===== src/rtl/point_segment_distance_core_assert.svh =====
// ---------------------------------------------------------------------------
// point segment distance assertion macros
// concurrent property checks, empty when synthesized
// ---------------------------------------------------------------------------
`ifndef POINT_SEGMENT_DISTANCE_CORE_ASSERT_SVH
`define POINT_SEGMENT_DISTANCE_CORE_ASSERT_SVH
`ifndef SYNTHESIS
// property holds in the same cycle
`define PSD_ASSERT(lbl, clk, rstn, prop) \
  lbl: assert property (@(posedge clk) disable iff (!rstn) (prop)) \
    else $error("psd assertion failed");
// consequent holds in the cycle after the antecedent
`define PSD_ASSERT_NEXT(lbl, clk, rstn, ante, cons) \
  lbl: assert property (@(posedge clk) disable iff (!rstn) (ante) |=> (cons)) \
    else $error("psd assertion failed");
`else
`define PSD_ASSERT(lbl, clk, rstn, prop)
`define PSD_ASSERT_NEXT(lbl, clk, rstn, ante, cons)
`endif
`endif


===== src/rtl/psd_pkg.sv =====
// ---------------------------------------------------------------------------
// psd_pkg
// shared widths, types and region codes of the point segment distance core
// ---------------------------------------------------------------------------
`timescale 1ns / 1ps
package psd_pkg;

  localparam int CoordBits = 24;
  localparam int TBits     = 16;
  localparam int DistBits  = 25;
  // coordinate differences
  localparam int DiffW = CoordBits + 1;
  localparam int ProdW = 2 * DiffW;
  localparam int Len2W = ProdW + 1;
  localparam int RemW  = Len2W + 1;
  // offset vector and squared distance
  localparam int UW    = DiffW + 2;
  localparam int SqW   = 2 * UW;
  localparam int NW    = SqW + 2;
  localparam int RootW = NW / 2;

  typedef logic signed [CoordBits-1:0] coord_t;
  typedef logic signed [DiffW-1:0]     diff_t;

  typedef enum logic [1:0] {
    REG_INTERIOR = 2'd0,
    REG_BEFORE   = 2'd1,
    REG_PAST     = 2'd2,
    REG_DEGEN    = 2'd3
  } region_e;

  typedef struct packed {
    coord_t start_x;
    coord_t start_y;
    coord_t end_x;
    coord_t end_y;
    coord_t point_x;
    coord_t point_y;
  } in_t;

  typedef struct packed {
    logic [DistBits-1:0] distance;
    region_e             region;
  } out_t;

  // values carried alongside the projection divider
  typedef struct packed {
    region_e region;
    logic    eq;
    diff_t   dx;
    diff_t   dy;
    diff_t   qx;
    diff_t   qy;
    diff_t   rx;
    diff_t   ry;
  } div_side_t;

endpackage


===== src/rtl/psd_div.sv =====
// ---------------------------------------------------------------------------
// psd_div
// pipelined restoring divider, one quotient bit per stage
// ---------------------------------------------------------------------------
`timescale 1ns / 1ps
module psd_div (
  input  logic                                 clk_i,
  input  logic                                 rst_ni,
  input  logic                                 en_i,
  input  logic                                 valid_i,
  input  logic [psd_pkg::Len2W-1:0]            len2_i,
  input  logic [psd_pkg::Len2W-1:0]            dot_i,
  input  psd_pkg::div_side_t                   side_i,
  output logic                                 valid_o,
  output logic [psd_pkg::TBits-1:0]            quo_o,
  output psd_pkg::div_side_t                   side_o
);

  localparam int N = psd_pkg::TBits;

  logic [N-1:0]                  v_q;
  logic [psd_pkg::RemW-1:0]      rem_q  [N];
  logic [psd_pkg::Len2W-1:0]     len_q  [N];
  logic [N-1:0]                  quo_q  [N];
  psd_pkg::div_side_t            side_q [N];

  logic [psd_pkg::RemW-1:0]      rem_in [N];
  logic [psd_pkg::Len2W-1:0]     len_in [N];
  logic [N-1:0]                  quo_in [N];
  psd_pkg::div_side_t            side_in[N];
  logic [psd_pkg::RemW-1:0]      rem_sh [N];
  logic [N-1:0]                  trial;
  logic [psd_pkg::RemW-1:0]      rem_d  [N];
  logic [N-1:0]                  quo_d  [N];

  // one shift and trial subtract per stage
  always_comb begin
    for (int k = 0; k < N; k++) begin
      if (k == 0) begin
        rem_in[k]  = {1'b0, dot_i};
        len_in[k]  = len2_i;
        quo_in[k]  = '0;
        side_in[k] = side_i;
      end else begin
        rem_in[k]  = rem_q[k-1];
        len_in[k]  = len_q[k-1];
        quo_in[k]  = quo_q[k-1];
        side_in[k] = side_q[k-1];
      end
      rem_sh[k] = rem_in[k] << 1;
      trial[k]  = rem_sh[k] >= {1'b0, len_in[k]};
      rem_d[k]  = trial[k] ? rem_sh[k] - {1'b0, len_in[k]} : rem_sh[k];
      quo_d[k]  = {quo_in[k][N-2:0], trial[k]};
    end
  end

  // stage valid bits
  always_ff @(posedge clk_i or negedge rst_ni) begin
    if (!rst_ni) begin
      v_q <= '0;
    end else if (en_i) begin
      v_q <= {v_q[N-2:0], valid_i};
    end
  end

  // stage payload
  always_ff @(posedge clk_i) begin
    if (en_i) begin
      for (int k = 0; k < N; k++) begin
        rem_q[k]  <= rem_d[k];
        len_q[k]  <= len_in[k];
        quo_q[k]  <= quo_d[k];
        side_q[k] <= side_in[k];
      end
    end
  end

  assign valid_o = v_q[N-1];
  assign quo_o   = quo_q[N-1];
  assign side_o  = side_q[N-1];

endmodule


===== config.mk =====
export PLATFORM = sky130hd
export DESIGN_NAME = psd_div
export DESIGN_NICKNAME = d
export VERILOG_FILES = /design/src/rtl/point_segment_distance_core_assert.svh /design/src/rtl/psd_pkg.sv /design/src/rtl/psd_div.sv
export SDC_FILE = /design/constraint.sdc
export NUM_CORES = 2
export LEC_CHECK = 0
export BUFFER_PORTS_ARGS = -buffer_cell sky130_fd_sc_hd__buf_2
export CORE_MARGIN = 5
export CORE_UTILIZATION = 50
export DETAILED_ROUTE_END_ITERATION = 8
export GPL_TIMING_DRIVEN = 0
export PLACE_DENSITY_LB_ADDON = 0.1
export SLEW_MARGIN = 5
export SYNTH_ARGS = -nofsm -noshare
export SYNTH_HDL_FRONTEND = slang
export SYNTH_MEMORY_MAX_BITS = 65536
export SYNTH_SLANG_ARGS = --single-unit

===== constraint.sdc =====
create_clock -name clk_i -period 8.3 [get_ports clk_i]
set_clock_uncertainty 0.05 [all_clocks]
set_input_delay 0.83 -clock clk_i [delete_from_list [all_inputs] [get_ports clk_i]]
set_output_delay 0.83 -clock clk_i [all_outputs]
set_load 0.02 [all_outputs]

# ---- Word-level counts from Yosys, hierarchy flattened
# Memory sizes are Yosys's and may differ from the RTL's.
# Cells that the tools add are included.
dict set report word_totals {
  inputBits 259
  regBits 16
  memories 4
  out_inout_bits 170
  ramBits 4352
}
dict set report op_classes {
  order_cmp 16
  muxes 18
  addsub 16
}
# name words word_bits rd rd_ports_with_merged_regs wr line_no
set mem_list {}
lappend mem_list {side_q 16 153 16 0 16 psd_div.sv:25} ;# psd_pkg::div_side_t side_q [N];
lappend mem_list {rem_q 16 52 15 0 16 psd_div.sv:22} ;# logic [psd_pkg::RemW-1:0] rem_q [N];
lappend mem_list {len_q 16 51 15 0 16 psd_div.sv:23} ;# logic [psd_pkg::Len2W-1:0] len_q [N];
lappend mem_list {quo_q 16 16 16 0 16 psd_div.sv:24} ;# logic [N-1:0] quo_q [N];
# cell count
set ops {}
lappend ops {{52-bit by 51-bit greater-or-equal comparator with 1-bit output} 16}
lappend ops {{52-bit 2-to-1 mux} 16}
lappend ops {{52-bit by 51-bit subtractor with 52-bit output} 16}
lappend ops {{1-bit 2-to-1 mux} 2}

# ---- Longest topological paths before layout
# An unclocked memory read counts as a cell.
dict set report depth {
  word_depth 3
  mapped_depth 17
  ltp_nobuf 14
}

# ---- Worst setup path after synthesis
# No wires, ideal clock.
dict set report synth_timing {
  path_type {input to register}
  from {input port len2_i[0] in the netlist's numbering}
  to {memory rem_q[0][18] in the netlist's numbering (data pin)}
  arrival_ns 4.072
  path_stages 13
  n_path_buf 1
  setup_slack_ns 3.918
  setup_ns 0.260
  cell_sequence {inv_1 fa_1 a21oi_1 o211ai_1 a311oi_2 o21ai_1 a211oi_2 o221a_2 o211ai_1 a211o_1 a2111oi_4 buf_4 mux2_2}
}
# item line_no
set synth_lines {}
lappend synth_lines {{start: declaration} psd_div.sv:11} ;# input logic [psd_pkg::Len2W-1:0] len2_i,
lappend synth_lines {{end: declaration} psd_div.sv:22}

==> key figures <==
Floorplan
  • Core box area: 356000 sq um
  • Rows: 219
  • Die Area: 369000 sq um
  • I/O pin cnt: 429
  • Die Width: 607 microns
  • Effective utilization at floorplan: 50.1%
  • DIE HEIGHT: 607 microns

Logic synthesis
  • Gate count after technology mapping: 12587
  • Number of distinct library cells after synthesis: 88
  • Seq cells post-synth: 4130
  • Yosys warns: 0
  • Avg Cell Area, Syn: 14.2 sq um
  • Synth area leaders: edfxtp_1, ha_1, a21oi_1, a21o_1, inv_1
  • Ys async rst share: 0.387%
  • Synth Cell Area: 178000 sq um
  • Post-synth EDFFs: 4114
  • Sequential area share after synthesis: 69.5%
  • Synthesized Nets: 13676
  • Share of the synthesized area in the top cell type: 69.3%
  • Ys flop type: edfxtp_1
  • Count leader, synth: edfxtp_1
  • Yosys top cell by area: edfxtp_1
  • Commonest cells post-synth: edfxtp_1, a21oi_1, inv_1

STA
  • Max Clk Rate: 0.146 GHz
  • Slew margin rel.: 17.0%
  • Minimum clock period: 6840 ps
  • Final period util: 82.4%
  • RSZ-0062 raised after global routing: false
  • Max Slew Vio Count: 0
  • Final setup viols: 0
  • Setup WS post-layout: 1460 ps
  • Setup TNS: 0 ps
  • Hold slack: 98.9 ps
  • Final hold violations: 0
  • Worst-margin pin slew: 1230 ps

Worst hold path
  • Hold path startpoint: side_i[96]
  • Hold Path Class: input port to register

GRT
  • Total grt overflow: 0
  • First-pass GRT wire length: 607000 microns
  • Vias in the first global route: 105911
  • GRT Resource Usage Total: 20.9%
  • Largest net degree at the start of global routing: 196
  • Initial antenna violation count: 7

Placement
  • Dpl cells: 17796
  • Routability congestion estimate: 0.946
  • HPWL after DPL: 283000 microns
  • Post-DP Area: 187000 sq um
  • Pre-CTS setup slack: 1430 ps
  • I/O Buffers: 428

Power and ir drop
  • Combinational power share: 34.6%
  • Internal power: 47.4 mW
  • Total power: 72.2 mW
  • Seq pwr share: 40.3%
  • Pleak: 77.6 nW
  • Switching power: 24.8 mW
  • Peak supply drop: 317 uV
  • Power density cells: 356 nW/um^2
  • Sw Share: 34.3%
  • Clock power frac: 25.0%

Setup path
  • Worst Setup Start Kind: register
  • Crit path DAT: 7370 ps
  • Max Fanout on Critical Path: 10
  • Crit path from: rem_q[0][375]
  • R2R Path Start: rem_q[0][375]
  • Setup Crit Path Kind: register to register
  • Worst path required time: 8840 ps
  • Crit path capture type: register

CTS
  • CTS tree: yes
  • Clock Latency Late Sink: 960 ps
  • Cts bufs inserted: 406
  • Deepest clock path buffer count: 4
  • CTS root buf: clkbuf_16
  • H-Tree Depth: 5
  • CTS Sinks: 4130
  • Clock-pin slew on the worst setup and hold paths: 60 ps

Cells and area
  • Post-Layout Cell Count: 18755
  • Design area: 203000 sq um
  • Layout area overhead: 13.6%
  • Fraction of layout instances using a drive strength above 1: 10.1%
  • Finished Core Util: 57.0%
  • Nets@finish: 14746

Drt
  • Post-route ant nets: 0
  • Drt total wl: 391000 microns
  • 1st-iter DRT viols: 6832
  • Vias per inst: 5.39
  • Vias after detailed routing: 101026
  • Average wire per standard cell: 20.9 microns
  • Drt first pass iters: 6
  • DRC: 0

Flow run
  • Max-cap violation count: 0

Status
  • Status: finished, final reports clean
## per-layer routing
metal | vias up | track usage (%) | routed length (microns)
li1 | 49188 | - | -
met2 | 2391 | 39.5 | 209000
met3 | 929 | 2.06 | 11800
met1 | 48518 | 23.0 | 146000
met4 | 0 | 11.7 | 25200
met5 | - | 0 | 0
## path summary, 6_finish.rpt
kind                       slack (ps)        endpoint  cells after the start
max                              1460    rem_q[1][38]                     14
min                               100   side_q[0][96]                      1
max reg2reg                      1460    rem_q[1][38]                     14
min reg2reg                       310  side_q[1][579]                      0
max in group asynchronous        7660         v_q[10]                      2
min in group asynchronous         280          v_q[1]                      2
## logic make-up after synthesis
kind of cell             Yosys count  share of synthesized area [%]
XOR/XNOR                         709                           3.48
flip-flops                      4130                           69.5
adder cells (fa/ha/maj)          830                           5.89
AO/OA/AOI/OAI                   2992                           10.4
buffers and inverters           1360                           2.92
multiplexers                     308                           1.94
AND/OR/NAND/NOR                 2258                           5.90
## final cells by class
cell class | count | area [sq um]
timing repair buffer | 662 | 4930
clock inverter | 260 | 2810
tap | 4751 | 5940
fill | 27499 | 153000
inverter | 992 | 3720
clock buffer | 488 | 10500
buffer | 368 | 1490
antenna | 7 | 17.5
multi-input combinational | 7097 | 49300
sequential | 4130 | 124000
## power groups by stage
stage / sequential [mW] / combinational [mW] / clock, mW
6_report: 29.1 / 25.0 / 18.1
5_1_grt: 29.4 / 27.5 / 19.6
4_1_cts: 29.1 / 25.0 / 18.6
3_5_place_dp: 29.5 / 24.7 / 0
3_3_place_gp: 31.9 / 24.5 / 0
2_1_floorplan: 28.8 / 17.5 / 0
## critical path: stages (launching register included)
cell and delay, ps:
edfxtp_1 400, ha_1 290, clkbuf_1 310, and3_1 320
nand3_1 170, nor2_1 690, nand3_1 440, nand3_1 320
a31oi_1 270, o21ai_0 560, a21oi_1 280, o21ai_2 810
clkbuf_1 860, clkbuf_1 540, a21oi_1 190
## flip-flops by register name, indices dropped and copies added, names as in the netlist
name / count
len_q: 765
quo_q: 136
rem_q: 765
side_q: 2448
v_q: 16
## cells in the final DEF (no fill, tap or decap), types with 392 or more instances in the layout
cell type  netlist  routed
a21o_1         507     507
a21oi_1       1089    1089
buf_2           42     469
clkbuf_1       310     392
clkbuf_16        0     406
edfxtp_1      4114    4114
ha_1           815     815
inv_1          989     989
nand2_1        729     729
nor2_1         645     645
o21ai_0        625     624
xnor2_1        414     414
## repair_timing
| action | CTS | global route |
|---|---|---|
| buffers inserted | 0 | 0 |
| hold buffers | 204 | 0 |
| endpoints found under the hold margin | 219 | 0 |
| gates resized for setup | 0 | 0 |
(Power assumes the default switching activity.)
