### config.mk
export PLATFORM = sky130hd
export DESIGN_NAME = psd_sqrt
export DESIGN_NICKNAME = d
export VERILOG_FILES = /design/src/rtl/point_segment_distance_core_assert.svh /design/src/rtl/psd_pkg.sv /design/src/rtl/psd_sqrt.sv
export SDC_FILE = /design/constraint.sdc
export NUM_CORES = 2
export LEC_CHECK = 0
export ABC_AREA = 1
export BUFFER_PORTS_ARGS = -buffer_cell sky130_fd_sc_hd__buf_2
export CORE_MARGIN = 3
export CORE_UTILIZATION = 40
export DETAILED_ROUTE_END_ITERATION = 8
export GPL_TIMING_DRIVEN = 0
export SYNTH_ARGS = -nofsm -noshare
export SYNTH_HDL_FRONTEND = slang
export SYNTH_SLANG_ARGS = --single-unit
### constraint.sdc
create_clock -name clk_i -period 4.8 [get_ports clk_i]
set_input_delay 0.96 -clock clk_i [delete_from_list [all_inputs] [get_ports clk_i]]
set_output_delay 0.96 -clock clk_i [all_outputs]
set_load 0.1 [all_outputs]
### src/rtl/point_segment_distance_core_assert.svh
// ---------------------------------------------------------------------------
// point segment distance assertion macros
// concurrent property checks, empty when synthesized
// ---------------------------------------------------------------------------
`ifndef POINT_SEGMENT_DISTANCE_CORE_ASSERT_SVH
`define POINT_SEGMENT_DISTANCE_CORE_ASSERT_SVH
`ifndef SYNTHESIS
// property holds in the same cycle
`define PSD_ASSERT(lbl, clk, rstn, prop) \
  lbl: assert property (@(posedge clk) disable iff (!rstn) (prop)) \
    else $error("psd assertion failed");
// consequent holds in the cycle after the antecedent
`define PSD_ASSERT_NEXT(lbl, clk, rstn, ante, cons) \
  lbl: assert property (@(posedge clk) disable iff (!rstn) (ante) |=> (cons)) \
    else $error("psd assertion failed");
`else
`define PSD_ASSERT(lbl, clk, rstn, prop)
`define PSD_ASSERT_NEXT(lbl, clk, rstn, ante, cons)
`endif
`endif

### src/rtl/psd_pkg.sv
// ---------------------------------------------------------------------------
// psd_pkg
// shared widths, types and region codes of the point segment distance core
// ---------------------------------------------------------------------------
`timescale 1ns / 1ps
package psd_pkg;

  localparam int CoordBits = 24;
  localparam int TBits     = 16;
  localparam int DistBits  = 25;
  // coordinate differences
  localparam int DiffW = CoordBits + 1;
  localparam int ProdW = 2 * DiffW;
  localparam int Len2W = ProdW + 1;
  localparam int RemW  = Len2W + 1;
  // offset vector and squared distance
  localparam int UW    = DiffW + 2;
  localparam int SqW   = 2 * UW;
  localparam int NW    = SqW + 2;
  localparam int RootW = NW / 2;

  typedef logic signed [CoordBits-1:0] coord_t;
  typedef logic signed [DiffW-1:0]     diff_t;

  typedef enum logic [1:0] {
    REG_INTERIOR = 2'd0,
    REG_BEFORE   = 2'd1,
    REG_PAST     = 2'd2,
    REG_DEGEN    = 2'd3
  } region_e;

  typedef struct packed {
    coord_t start_x;
    coord_t start_y;
    coord_t end_x;
    coord_t end_y;
    coord_t point_x;
    coord_t point_y;
  } in_t;

  typedef struct packed {
    logic [DistBits-1:0] distance;
    region_e             region;
  } out_t;

  // values carried alongside the projection divider
  typedef struct packed {
    region_e region;
    logic    eq;
    diff_t   dx;
    diff_t   dy;
    diff_t   qx;
    diff_t   qy;
    diff_t   rx;
    diff_t   ry;
  } div_side_t;

endpackage

### src/rtl/psd_sqrt.sv
// ---------------------------------------------------------------------------
// psd_sqrt
// pipelined integer square root, one root bit per stage
// ---------------------------------------------------------------------------
`timescale 1ns / 1ps
module psd_sqrt (
  input  logic                          clk_i,
  input  logic                          rst_ni,
  input  logic                          en_i,
  input  logic                          valid_i,
  input  logic [psd_pkg::NW-1:0]        n_i,
  input  psd_pkg::region_e              region_i,
  output logic                          valid_o,
  output logic [psd_pkg::RootW-1:0]     root_o,
  output psd_pkg::region_e              region_o
);

  localparam int N = psd_pkg::RootW;

  logic [N-1:0]               v_q;
  logic [psd_pkg::NW-1:0]     n_q   [N];
  logic [psd_pkg::NW-1:0]     res_q [N];
  psd_pkg::region_e           reg_q [N];

  logic [psd_pkg::NW-1:0]     n_in  [N];
  logic [psd_pkg::NW-1:0]     res_in[N];
  psd_pkg::region_e           reg_in[N];
  logic [psd_pkg::NW-1:0]     bitv  [N];
  logic [psd_pkg::NW-1:0]     sum   [N];
  logic [psd_pkg::NW-1:0]     n_d   [N];
  logic [psd_pkg::NW-1:0]     res_d [N];

  // compare remainder against root plus trial bit
  always_comb begin
    for (int k = 0; k < N; k++) begin
      if (k == 0) begin
        n_in[k]   = n_i;
        res_in[k] = '0;
        reg_in[k] = region_i;
      end else begin
        n_in[k]   = n_q[k-1];
        res_in[k] = res_q[k-1];
        reg_in[k] = reg_q[k-1];
      end
      bitv[k] = psd_pkg::NW'(1) << (2 * (N - 1 - k));
      sum[k]  = res_in[k] + bitv[k];
      if (n_in[k] >= sum[k]) begin
        n_d[k]   = n_in[k] - sum[k];
        res_d[k] = (res_in[k] >> 1) + bitv[k];
      end else begin
        n_d[k]   = n_in[k];
        res_d[k] = res_in[k] >> 1;
      end
    end
  end

  // stage valid bits
  always_ff @(posedge clk_i or negedge rst_ni) begin
    if (!rst_ni) begin
      v_q <= '0;
    end else if (en_i) begin
      v_q <= {v_q[N-2:0], valid_i};
    end
  end

  // stage payload
  always_ff @(posedge clk_i) begin
    if (en_i) begin
      for (int k = 0; k < N; k++) begin
        n_q[k]   <= n_d[k];
        res_q[k] <= res_d[k];
        reg_q[k] <= reg_in[k];
      end
    end
  end

  assign valid_o  = v_q[N-1];
  assign root_o   = res_q[N-1][N-1:0];
  assign region_o = reg_q[N-1];

endmodule
# Word level (Yosys, flattened, before mapping)

Memories as Yosys holds them, arrays and structs flattened.
Index checks and enable logic that the tools add are counted.

Magnitude comparators: 28
Mux-type cells: 58
$add $sub $neg: 82

Operator list:

| kind                                                             | count |
|---|---|
| 56-bit 2-to-1 mux                                                | 55 |
| 56-bit greater-or-equal comparator                               | 27 |
| 56-bit subtractor                                                | 27 |
| 55-bit by 1-bit adder with 56-bit output, second input constant  | 1 |
| 55-bit by 11-bit adder with 56-bit output, second input constant | 1 |
| 55-bit by 13-bit adder with 56-bit output, second input constant | 1 |
| 55-bit by 15-bit adder with 56-bit output, second input constant | 1 |
| 55-bit by 17-bit adder with 56-bit output, second input constant | 1 |
| 55-bit by 19-bit adder with 56-bit output, second input constant | 1 |
| 55-bit by 21-bit adder with 56-bit output, second input constant | 1 |
| 55-bit by 23-bit adder with 56-bit output, second input constant | 1 |
| 55-bit by 25-bit adder with 56-bit output, second input constant | 1 |
| 55-bit by 27-bit adder with 56-bit output, second input constant | 1 |
| 55-bit by 29-bit adder with 56-bit output, second input constant | 1 |
| 55-bit by 3-bit adder with 56-bit output, second input constant  | 1 |
| 55-bit by 31-bit adder with 56-bit output, second input constant | 1 |
| 55-bit by 33-bit adder with 56-bit output, second input constant | 1 |
| 55-bit by 35-bit adder with 56-bit output, second input constant | 1 |
| 55-bit by 37-bit adder with 56-bit output, second input constant | 1 |
| 55-bit by 39-bit adder with 56-bit output, second input constant | 1 |
| 55-bit by 41-bit adder with 56-bit output, second input constant | 1 |
| 55-bit by 43-bit adder with 56-bit output, second input constant | 1 |
| 55-bit by 45-bit adder with 56-bit output, second input constant | 1 |
| 55-bit by 47-bit adder with 56-bit output, second input constant | 1 |
| 37 further kinds                                                 | 38 |

Output and inout bits: 31
Word-level logic and storage cells: 172
Memory bits (writable): 3,192
Memories kept: 3
Flip-flop bits (word level): 28

Memory list:

| name  | words | width | rd ports | clocked after memory_dff | wr ports | RTL line       | source |
|---|---|---|---|---|---|---|---|
| n_q   | 28    | 56    | 27       | 0                        | 28       | psd_sqrt.sv:21 | `logic [psd_pkg::NW-1:0] n_q [N];` |
| res_q | 28    | 56    | 28       | 0                        | 28       | psd_sqrt.sv:22 | `logic [psd_pkg::NW-1:0] res_q [N];` |
| reg_q | 28    | 2     | 28       | 0                        | 28       | psd_sqrt.sv:23 | `psd_pkg::region_e reg_q [N];` |

# Logic depth before layout (Yosys ltp)

An unclocked memory read counts as a cell.

Depth after elaboration: 4
Gate-level depth with buffers: 17
Mapped depth without buffers: 16

# Worst setup path after synthesis

No wires, ideal clock.

Path kind: register -> register
From: memory n_q[0][541] in the netlist's numbering
To: memory n_q[0][602] in the netlist's numbering, data pin
Setup time: 0.252 ns
Data arrival time: 1.861 ns
Cell stages (with the launch flop): 11
Clock period less this slack: 2.114 ns
Setup slack: 2.686 ns
Path buffers: 2
Cells stage by stage: edfxtp_1 -> ha_1 -> a21oi_1 -> nand2_1 -> a21boi_2 -> o211ai_1 -> nand2b_1 -> buf_2 -> buf_6 -> nand2_1 -> nand2_1

RTL lines:

| element         | RTL line |
|---|---|
| start, declared | psd_sqrt.sv:21 |

==> flow_summary.ini <==
[global_route]
grt_util_all_layers_pct = 22.8
grt_pass1_vias = 82300
grt_max_degree = 184
antenna_found_initial = 13
grt_first_pass_wirelength_um = 500000
gr-total-overflow = 0

[cts]
clk_latency_ns = 0.94
cts_tree = yes
cts-hold-fix-buffers = 0
cts_resized = 0
htreeDepth = 4
clk_pin_slew_ns = 0.06
cts_made_buffers = 221
post_cts_buffers = 0
clockRootBuffer = clkbuf_16
cts_sinks = 2002
cts_buffer_depth = 4

[synthesis]
synthTopCellsByCount = 4,206 x nand2_1, 2,171 x inv_1, 1,974 x edfxtp_1
synthArstFlopShare_pct = 1.40
synth_top_area_cell = edfxtp_1
synth_cells = 13300
synth_edf_count = 1974
synth_top_area_share_pct = 52.3
ys_warn_count = 0
synth-seq-cells = 2002
synthesis.area_sq_um = 113000
synth_cell_types = 59
synthFlopType = edfxtp_1
syn_avg_cell_area_sq_um = 8.51
synth-seq-area-share_pct = 53.0
synthMostInstantiatedCell = nand2_1
synth_area_leaders = edfxtp_1 52%, nand2_1 14%, inv_1 7.2%
syn_nets = 13800

[power_and_ir_drop]
p_leak_nw = 54.8
ir_drop_v = 0.000393
power_density_nw_per_um2 = 427

[sta]
hold_viol = 0
drv_slew = 0
rsz0062_at_grt = false
period_needed_ns = 3.82
fmax_mhz = 262
slew_headroom_pct = 26.9
fin_setup_tns_ns = 0
fin_skew_ns = 0.120
final-setup-viol-count = 0
hold_slack_ns = 0.0685
tightest_slew_ns = 1.09
final.period_utilization_pct = 79.6

[cells_and_area]
instances_no_fill = 17500
final_core_util_pct = 44.9
area_growth_pct = 11.1
layout-drive-gt1-share_pct = 5.60
fin_nets = 14100

[placement]
dp_cells = 17100
io_buffers = 92
place_congestion = 0.975
hpwl_um = 275000

[critical_path]
crit_slowest_cell = buf_16
worstPathArrival_ns = 4.27
path_class = in2reg
r2r_cells = 12
cpPeakStageDelay_ns = 0.65
cp-end-kind = register
crit_path_frequent_cell = buf_16
cp-start-kind = input port
path_cells = buf_12 > buf_16 > buf_16 > buf_16 > buf_16
cp.required_ns = 5.25
rrSetupSlack_ns = 1.15
cp_max_fo = 173

[floorplan]
core-area_sq_um = 281000
die_h_um = 538
row_count = 194
dieWidth_um = 538
die_area_sq_um = 290000
start_util_pct = 40.4
io_pins = 93

[drt]
wirelength_um = 339000
ant_nets = 0
wl_per_cell_um = 19.3
dr.pass1.iters = 7
viasPerCell = 4.98
via_count = 87300
first_iter_violations = 7405
drc = 0

[status]
status = finished clean

[run]
drv_cap = 0

[worst_hold_path]
holdCritPathClass = in2async
## placed cells by master, fill, tap and decap left out, types with 24 or more instances in the layout
master	instances
buf_2	124
inv_1	2171
nand4_1	273
nor2_1	1472
edfxtp_1	1974
nand2_1	4206
nand2_2	25
xor2_1	161
o21ai_2	25
nand3_1	749
o21ai_0	262
nor2_2	35
clkinv_1	42
a21oi_2	78
nor4_1	101
buf_6	43
clkinv_2	38
o21ai_1	98
clkbuf_16	224
clkbuf_1	43
nand3b_1	83
buf_4	24
nor3_1	157
dfrtp_1	28
a21oi_1	485
ha_1	432
xnor2_1	191
## final timing paths
| kind | start | to |
|---|---|---|
| min in group clk_i | n_i[1] | n_q[0][1]$_DFFE_PP_ |
| worst max register to register | res_q[0][659]$_DFFE_PP_ | n_q[0][702]$_DFFE_PP_ |
| worst min register to register | res_q[1][202]$_DFFE_PP_ | res_q[1][257]$_DFFE_PP_ |
| max in group asynchronous | rst_ni | v_q[17]$_DFFE_PN0P_ |
| worst min-delay path | rst_ni | v_q[15]$_DFFE_PN0P_ |
| worst max-delay path | en_i | reg_q[1][5]$_DFFE_PP_ |
## power breakdown
part	total (mW)	internal, mW	switching, mW
Combinational	13.4	4.21	9.15
Sequential	23.8	21.9	1.84
Clock	16.6	9.55	7.04
Total	53.7	35.7	18.0
## flip-flops by register name, indices dropped and copies added, names as in the netlist
| register | count |
|---|---|
| v_q | 28 |
| res_q | 406 |
| reg_q | 56 |
| n_q | 1512 |
## area by class of cell
type / instances / area, sq um
diodes: 4 / 10.0
plain buffers: 107 / 872
clock buffers: 262 / 5760
clock inverters: 135 / 1340
fillers: 27800 / 155000
inverters: 2197 / 8260
multi-input cells: 9000 / 44200
flip-flops and latches: 2002 / 60000
well taps: 3724 / 4660
repair buffers: 107 / 836
## per-layer routing
metal | track usage [%] | wire length [um] | up-vias | share of wire, %
met3 | 2.24 | 16100 | 436 | 4.7
li1 | - | - | 44100 | -
met2 | 40.2 | 167000 | 2171 | 49
met4 | 7.49 | 11900 | 0 | 3.5
met5 | 0 | 0 | - | 0
met1 | 29.3 | 144000 | 40600 | 42
## kinds of logic after synthesis
family                     share of synthesized area (%)
and+or+nand+nor                                     26.4
buffers and inverters                               8.06
adders and majority gates                           4.77
muxes                                             0.0199
DFF                                                 53.0
AOI/OAI and AO/OA                                   5.04
xor gates and xnor gates                            2.72
## metrics by stage
step / power [mW] / setup slack (ns) / cell area (sq um)
6_report: 53.7 / 0.977 / 126000
5_1_grt: 56.7 / 0.730 / 126000
4_1_cts: 54.2 / 0.984 / 126000
3_5_place_dp: 37.3 / 0.0643 / 119000
3_3_place_gp: 38.4 / -28.98 / 118000
2_1_floorplan: 32.4 / 2.69 / 113000
## critical path, delay by kind of cell
kind,cells,cell delay (ns)
buf+inv,5,2.62
Power figures use the tool's default switching activity.
